File: src/sv/itfa_pkg.sv
`default_nettype none
// ----------------------------------------------------------------------------
// itfa_pkg
// Types, codes and the control store shared by the integer formatter.
// ----------------------------------------------------------------------------
package itfa_pkg;

    localparam logic [1:0] FMT_SDEC = 2'd0;
    localparam logic [1:0] FMT_UDEC = 2'd1;
    localparam logic [1:0] FMT_HEXL = 2'd2;
    localparam logic [1:0] FMT_HEXU = 2'd3;

    localparam int PC_W      = 3;
    localparam int DIGITS    = 10;
    localparam int BCD_W     = 4 * DIGITS;
    localparam int VAL_W     = 32;
    localparam int BITCNT_W  = 6;
    localparam int NDIG_W    = 4;
    localparam int COUNT_W   = 4;
    localparam int CHAR_W    = 7;

    localparam logic [CHAR_W-1:0] CH_ZERO  = 7'h30;
    localparam logic [CHAR_W-1:0] CH_MINUS = 7'h2D;
    localparam logic [CHAR_W-1:0] CH_PLUS  = 7'h2B;
    localparam logic [CHAR_W-1:0] CH_SPACE = 7'h20;
    localparam logic [CHAR_W-1:0] CH_LX    = 7'h78;
    localparam logic [CHAR_W-1:0] CH_UX    = 7'h58;
    localparam logic [CHAR_W-1:0] CH_LA    = 7'h61;
    localparam logic [CHAR_W-1:0] CH_UA    = 7'h41;

    typedef enum logic [2:0] {
        HOLD_NONE,
        HOLD_IN,
        HOLD_LASTBIT,
        HOLD_NORM,
        HOLD_SLOT
    } hold_t;

    typedef enum logic [1:0] {
        BR_NEVER,
        BR_ALWAYS,
        BR_HEX,
        BR_MORE
    } br_t;

    typedef enum logic [1:0] {
        EM_NONE,
        EM_PRE1,
        EM_PRE2,
        EM_DIGIT
    } emit_t;

    typedef struct packed {
        logic            load;
        logic            dabble;
        logic            norm;
        emit_t           emit;
        hold_t           hold_sel;
        br_t             br;
        logic [PC_W-1:0] target;
    } ctl_t;

    typedef struct packed {
        logic in_valid;
        logic bits_done;
        logic norm_done;
        logic slot_free;
        logic is_hex;
        logic more;
    } stat_t;

    function automatic ctl_t rom_word(input logic [PC_W-1:0] pc);
        ctl_t w;
        w = '{load: 1'b0, dabble: 1'b0, norm: 1'b0, emit: EM_NONE,
              hold_sel: HOLD_NONE, br: BR_ALWAYS, target: '0};
        case (pc)
            3'd0:
            begin
                w.load     = 1'b1;
                w.hold_sel = HOLD_IN;
                w.br       = BR_HEX;
                w.target   = 3'd2;
            end
            3'd1:
            begin
                w.dabble   = 1'b1;
                w.hold_sel = HOLD_LASTBIT;
                w.br       = BR_NEVER;
            end
            3'd2:
            begin
                w.norm     = 1'b1;
                w.hold_sel = HOLD_NORM;
                w.br       = BR_NEVER;
            end
            3'd3:
            begin
                w.emit     = EM_PRE1;
                w.hold_sel = HOLD_SLOT;
                w.br       = BR_NEVER;
            end
            3'd4:
            begin
                w.emit     = EM_PRE2;
                w.hold_sel = HOLD_SLOT;
                w.br       = BR_NEVER;
            end
            3'd5:
            begin
                w.emit     = EM_DIGIT;
                w.hold_sel = HOLD_SLOT;
                w.br       = BR_MORE;
                w.target   = 3'd5;
            end
            default:
            begin
                w.br       = BR_ALWAYS;
                w.target   = 3'd0;
            end
        endcase
        return w;
    endfunction

    function automatic logic [CHAR_W-1:0] digit_char(input logic [3:0] d, input logic upper);
        logic [CHAR_W-1:0] c;
        if (d < 4'd10)
            c = CH_ZERO + {3'b000, d};
        else
            c = (upper ? CH_UA : CH_LA) + {3'b000, d} - 7'd10;
        return c;
    endfunction

endpackage
`default_nettype wire

File: src/sv/itfa_seq.sv
`default_nettype none
// ----------------------------------------------------------------------------
// itfa_seq
// Step counter and control store: issues one control word per step, holds on
// a wait condition and takes conditional jumps.
// ----------------------------------------------------------------------------
module itfa_seq (
    input  wire logic           clk,
    input  wire logic           rst_n,
    input  wire itfa_pkg::stat_t stat,
    output itfa_pkg::ctl_t      ctl,
    output logic                go
);
    import itfa_pkg::*;

    logic [PC_W-1:0] pc_reg;
    logic [PC_W-1:0] pc_next;
    logic            taken;

    assign ctl = rom_word(pc_reg);

    always_comb
    begin
        case (ctl.hold_sel)
            HOLD_NONE:    go = 1'b1;
            HOLD_IN:      go = stat.in_valid;
            HOLD_LASTBIT: go = stat.bits_done;
            HOLD_NORM:    go = stat.norm_done;
            HOLD_SLOT:    go = stat.slot_free;
            default:      go = 1'b1;
        endcase
        case (ctl.br)
            BR_NEVER:  taken = 1'b0;
            BR_ALWAYS: taken = 1'b1;
            BR_HEX:    taken = stat.is_hex;
            BR_MORE:   taken = stat.more;
            default:   taken = 1'b0;
        endcase
        if (!go)
            pc_next = pc_reg;
        else if (taken)
            pc_next = ctl.target;
        else
            pc_next = pc_reg + 3'd1;
    end

    always_ff @(posedge clk or negedge rst_n)
    begin
        if (!rst_n)
            pc_reg <= '0;
        else
            pc_reg <= pc_next;
    end

endmodule
`default_nettype wire

File: src/sv/integer_to_ascii_formatter_unit.sv
`default_nettype none
// ----------------------------------------------------------------------------
// integer_to_ascii_formatter_unit
// Converts a 32-bit value to ASCII text in printf d, u, x or X style.
// ----------------------------------------------------------------------------
// One item is handled at a time. A decimal item spends a load step, a
// shift-and-add-3 binary-to-BCD conversion of all 32 value bits and
// leading-zero removal. A hex item skips the conversion and goes from the
// load step to leading-zero removal. Then come two prefix steps and one
// cycle per digit while the output is not stalled, plus a step that returns
// to the load step. While a character waits on a stalled output, the
// sequence holds.
module integer_to_ascii_formatter_unit (
    input  wire logic                      clk,
    input  wire logic                      rst_n,
    input  wire logic                      in_valid,
    output logic                           in_stall,
    input  wire logic [1:0]                action,
    input  wire logic [31:0]               value,
    input  wire logic                      plus_flag,
    input  wire logic                      space_flag,
    input  wire logic                      hash_flag,
    output logic                           out_valid,
    input  wire logic                      out_stall,
    output logic [itfa_pkg::CHAR_W-1:0]    char_code,
    output logic                           last_char,
    output logic [itfa_pkg::COUNT_W-1:0]   total_count
);
    import itfa_pkg::*;

    ctl_t  ctl;
    stat_t stat;
    logic  go;

    logic [BCD_W-1:0]    bcd_reg, bcd_next;
    logic [VAL_W-1:0]    mag_reg, mag_next;
    logic [BITCNT_W-1:0] bitcnt_reg, bitcnt_next;
    logic [NDIG_W-1:0]   ndig_reg, ndig_next;
    logic [1:0]          plen_reg, plen_next;
    logic [CHAR_W-1:0]   pre1_reg, pre1_next;
    logic [CHAR_W-1:0]   pre2_reg, pre2_next;
    logic                upper_reg, upper_next;
    logic [COUNT_W-1:0]  total_reg, total_next;

    logic                ov_reg, ov_next;
    logic [CHAR_W-1:0]   char_reg, char_next;
    logic                last_reg, last_next;
    logic [COUNT_W-1:0]  cnt_reg, cnt_next;

    logic [BCD_W-1:0]    adj;
    logic                top_zero;
    logic                neg;
    logic                emit_en;

    itfa_seq u_seq (
        .clk   (clk),
        .rst_n (rst_n),
        .stat  (stat),
        .ctl   (ctl),
        .go    (go)
    );

    assign top_zero = (bcd_reg[BCD_W-1 -: 4] == 4'd0);
    assign neg      = (action == FMT_SDEC) && value[VAL_W-1];

    always_comb
    begin
        stat.in_valid  = in_valid;
        stat.bits_done = (bitcnt_reg == 6'd1);
        stat.norm_done = !top_zero || (ndig_reg == 4'd1);
        stat.slot_free = !ov_reg || !out_stall;
        stat.is_hex    = action[1];
        stat.more      = (ndig_reg != 4'd1);
    end

    assign in_stall = (ctl.hold_sel != HOLD_IN);

    always_comb
    begin
        for (int i = 0; i < DIGITS; i++)
        begin
            if (bcd_reg[4*i +: 4] >= 4'd5)
                adj[4*i +: 4] = bcd_reg[4*i +: 4] + 4'd3;
            else
                adj[4*i +: 4] = bcd_reg[4*i +: 4];
        end
    end

    always_comb
    begin
        bcd_next    = bcd_reg;
        mag_next    = mag_reg;
        bitcnt_next = bitcnt_reg;
        ndig_next   = ndig_reg;
        plen_next   = plen_reg;
        pre1_next   = pre1_reg;
        pre2_next   = pre2_reg;
        upper_next  = upper_reg;
        total_next  = total_reg;
        ov_next     = ov_reg && out_stall;
        char_next   = char_reg;
        last_next   = last_reg;
        cnt_next    = cnt_reg;

        case (ctl.emit)
            EM_NONE:  emit_en = 1'b0;
            EM_PRE1:  emit_en = (plen_reg != 2'd0);
            EM_PRE2:  emit_en = (plen_reg == 2'd2);
            EM_DIGIT: emit_en = 1'b1;
            default:  emit_en = 1'b0;
        endcase

        if (ctl.load && go)
        begin
            bitcnt_next = 6'd32;
            upper_next  = (action == FMT_HEXU);
            pre1_next   = CH_ZERO;
            pre2_next   = (action == FMT_HEXU) ? CH_UX : CH_LX;
            plen_next   = 2'd0;
            if (action[1])
            begin
                bcd_next  = {value, 8'h00};
                mag_next  = '0;
                ndig_next = 4'd8;
                if (hash_flag && (value != '0))
                    plen_next = 2'd2;
            end
            else
            begin
                bcd_next  = '0;
                mag_next  = neg ? (32'd0 - value) : value;
                ndig_next = 4'd10;
                if (neg)
                begin
                    plen_next = 2'd1;
                    pre1_next = CH_MINUS;
                end
                else if ((action == FMT_SDEC) && plus_flag)
                begin
                    plen_next = 2'd1;
                    pre1_next = CH_PLUS;
                end
                else if ((action == FMT_SDEC) && space_flag)
                begin
                    plen_next = 2'd1;
                    pre1_next = CH_SPACE;
                end
            end
        end

        if (ctl.dabble)
        begin
            bcd_next    = {adj[BCD_W-2:0], mag_reg[VAL_W-1]};
            mag_next    = {mag_reg[VAL_W-2:0], 1'b0};
            bitcnt_next = bitcnt_reg - 6'd1;
        end

        if (ctl.norm)
        begin
            if (!stat.norm_done)
            begin
                bcd_next  = {bcd_reg[BCD_W-5:0], 4'h0};
                ndig_next = ndig_reg - 4'd1;
            end
            else
            begin
                total_next = {2'b00, plen_reg} + ndig_reg;
            end
        end

        if (go && emit_en)
        begin
            ov_next = 1'b1;
            case (ctl.emit)
                EM_PRE1:
                begin
                    char_next = pre1_reg;
                    last_next = 1'b0;
                    cnt_next  = '0;
                end
                EM_PRE2:
                begin
                    char_next = pre2_reg;
                    last_next = 1'b0;
                    cnt_next  = '0;
                end
                default:
                begin
                    char_next = digit_char(bcd_reg[BCD_W-1 -: 4], upper_reg);
                    last_next = (ndig_reg == 4'd1);
                    cnt_next  = (ndig_reg == 4'd1) ? total_reg : '0;
                    bcd_next  = {bcd_reg[BCD_W-5:0], 4'h0};
                    ndig_next = ndig_reg - 4'd1;
                end
            endcase
        end
    end

    always_ff @(posedge clk or negedge rst_n)
    begin
        if (!rst_n)
            ov_reg <= 1'b0;
        else
            ov_reg <= ov_next;
    end

    always_ff @(posedge clk)
    begin
        bcd_reg    <= bcd_next;
        mag_reg    <= mag_next;
        bitcnt_reg <= bitcnt_next;
        ndig_reg   <= ndig_next;
        plen_reg   <= plen_next;
        pre1_reg   <= pre1_next;
        pre2_reg   <= pre2_next;
        upper_reg  <= upper_next;
        total_reg  <= total_next;
        char_reg   <= char_next;
        last_reg   <= last_next;
        cnt_reg    <= cnt_next;
    end

    assign out_valid   = ov_reg;
    assign char_code   = char_reg;
    assign last_char   = last_reg;
    assign total_count = cnt_reg;

endmodule
`default_nettype wire

File: config.mk
export PLATFORM = sky130hd
export DESIGN_NAME = integer_to_ascii_formatter_unit
export DESIGN_NICKNAME = d
export VERILOG_FILES = /design/src/sv/itfa_pkg.sv /design/src/sv/itfa_seq.sv /design/src/sv/integer_to_ascii_formatter_unit.sv
export SDC_FILE = /design/constraint.sdc
export NUM_CORES = 1
export LEC_CHECK = 0
export BUFFER_PORTS_ARGS = -buffer_cell sky130_fd_sc_hd__buf_4
export CAP_MARGIN = 30
export CORE_AREA = 2 2 119 121
export DETAILED_ROUTE_END_ITERATION = 10
export DIE_AREA = 0 0 121 123
export PLACE_DENSITY = 0.79
export RECOVER_POWER = 25
export SLEW_MARGIN = 20
export SYNTH_ARGS = -nofsm -noshare
export SYNTH_HDL_FRONTEND = slang
export SYNTH_HIERARCHICAL = 1
export SYNTH_SLANG_ARGS = --single-unit
File: constraint.sdc
create_clock -name clk -period 8.5 [get_ports clk]
set_input_delay 1.7 -clock clk [delete_from_list [all_inputs] [get_ports clk]]
set_output_delay 1.7 -clock clk [all_outputs]
set_load 0.02 [all_outputs]
==> out/results.ini <==
[sta]
setup_viol=0
finalCritPeriodShare_pct=55.4
fin_skew_ns=0.00901
hold_ws_ns=0.480
report.final.slew_viol_count=97
hold_viol=0
period_needed_ns=4.70
fin_setup_tns_ns=0
grt_setup_unrepaired=false
worstMarginPinSlew_ns=2.27
fmax_ghz=0.213
relSlewSlack_pct=-51.3

[synthesis]
yosysWarnings=6
syn_inst=766
post_synth.cell_area_avg_um2=9.54
synth_area_mm2=0.00731
synth.net_count=844

[place]
gp_congestion=0.830
placed_area_mm2=0.00774
dp_hpwl_mm=10.8
placement.io_buffers=54

[worst_hold_path]
hp-class=reg2reg
hold_path_depth=2
min_from=mag_reg[0]
min_to=mag_reg[0]

[floorplanning]
initial_core_util_pct=53.7
dieArea_mm2=0.0149
die_x_um=121
placement_rows=43
fp.dieH_um=123
boundaryPins=55
core_mm2=0.0136

[power_and_ir_drop]
power.leakage_nw=3.13
ir_drop_uv=245
p_per_area_mw_per_mm2=401

[critical_path]
cpMaxStageDelayCell=clkbuf_1
cp_slowest_stage_delay_ns=1.61
end_kind=flop
crit_fanout=64
rr_startpoint=u_seq/pc_reg[1]
start_kind=flop
timing.rr.end=mag_reg[1]
required_ns=8.50
reg2reg_depth=8
r2r_setup_slack_ns=3.80
crit_chain=inv_1 -> ha_1 -> nor2b_1 -> clkbuf_1 -> buf_4 -> nor2_1 -> inv_1 -> buf_4
crit_type=reg2reg
arrival_ns=4.70

[route]
drtAntennaViolNets=0
drc=0
initialDrtViolationCount=513
viasPerCell=5.83
wl_mm=15.9
drt-pass1-iter-count=5
routedWlPerCell_um=16.2
num_vias=5698

[clock_network]
htreeDepth=3
cts.repair.resized=0
cts_tree=yes
clock_sinks=110
cts_buffers=9
clkTransAtPathRegs_ns=0.07
cts.path.max_buffers=2
postCtsSetupBuffers=0
worstSkewPairLatency_ns=0.36
cts.hold.buffers_added=0
cts_root_buf=clkbuf_16

[cells_and_area]
stdcell_area_mm2=0.00797
num_antenna_cells=0
layout-drive-gt1-share_pct=14.4
synthToLayoutAreaGrowth_pct=9.08
final_util_pct=58.5
largest_reg_flops=40
fin_nets=871

[global_route]
grt_max_degree=65
grt_pass1_vias=5435
track_usage_pct=22.1
overflow=0
grt_pass1_wl_mm=26.2
grt_antenna_before_repair=0

[job]
drv_cap=2

[outcome]
violations=max-capacitance violations, max-slew violations
outcome=complete, but fails checks

[where the power goes]
part	internal, mW	switching, mW
Clock	0.205	0.207
Combinational	0.780	0.918
Sequential	0.898	0.188
Total	1.88	1.31
[cell type report]
type | count | area [um2]
clock buffers | 9 | 225
clock inverters | 7 | 60.1
fillers | 1205 | 5640
inverters | 51 | 191
multi-input cells | 560 | 4020
flip-flops and latches | 110 | 2830
well taps | 180 | 225
repair buffers | 61 | 417
[how the worst max path moves through the flow]
stage,startpoint,to,slack (ns),cells past startpoint
floorplan,in_valid,bitcnt_reg[0],4.75,7
global placement,in_valid,bcd_reg[19],4.41,12
detailed placement,out_stall,mag_reg[26],4.31,9
CTS,u_seq/pc_reg[0],in_stall,4.46,6
global route,u_seq/pc_reg[1],mag_reg[1],3.44,8
finish,u_seq/pc_reg[1],mag_reg[1],3.80,8
[cells in the final DEF, fill, tap and decap left out, types with 11 or more instances in the layout]
| cell | instances |
|---|---|
| nor2_1 | 33 |
| nand2b_1 | 11 |
| inv_1 | 51 |
| and3_1 | 27 |
| xnor2_1 | 40 |
| nor3b_1 | 17 |
| a211oi_1 | 25 |
| nor3_1 | 16 |
| buf_4 | 47 |
| o21ai_0 | 49 |
| nand2_1 | 53 |
| mux2i_1 | 16 |
| nand3_1 | 12 |
| dfxtp_1 | 45 |
| a21oi_1 | 72 |
| nor2b_1 | 11 |
| a31oi_1 | 17 |
| clkbuf_1 | 13 |
| ha_1 | 36 |
| edfxtp_1 | 61 |
| mux2_4 | 24 |
[per-stage QoR]
step	cells	power, mW	setup WS [ns]
after floorplan	766	2.47	4.75
after global placement	961	2.74	4.41
after detailed placement	961	2.79	4.31
after CTS	977	3.22	4.46
after global routing	978	3.44	3.44
final	978	3.20	3.80
[routing by layer]
layer  wire (um)  track usage [%]  up-vias
li1            -                -     2825
met1        7080             28.4     2694
met2        7670             36.7      148
met3         745             4.57       31
met4         368             8.65        0
met5           0                0        -
[critical path: cells and delay by family (launching register included)]
kind	cells	cell delay, ns
fa+ha+maj	1	0.35
buf+inv	5	3.01
flops	1	0.41
simple gates	2	0.50
No activity file was read; power rests on OpenSTA's default activity.
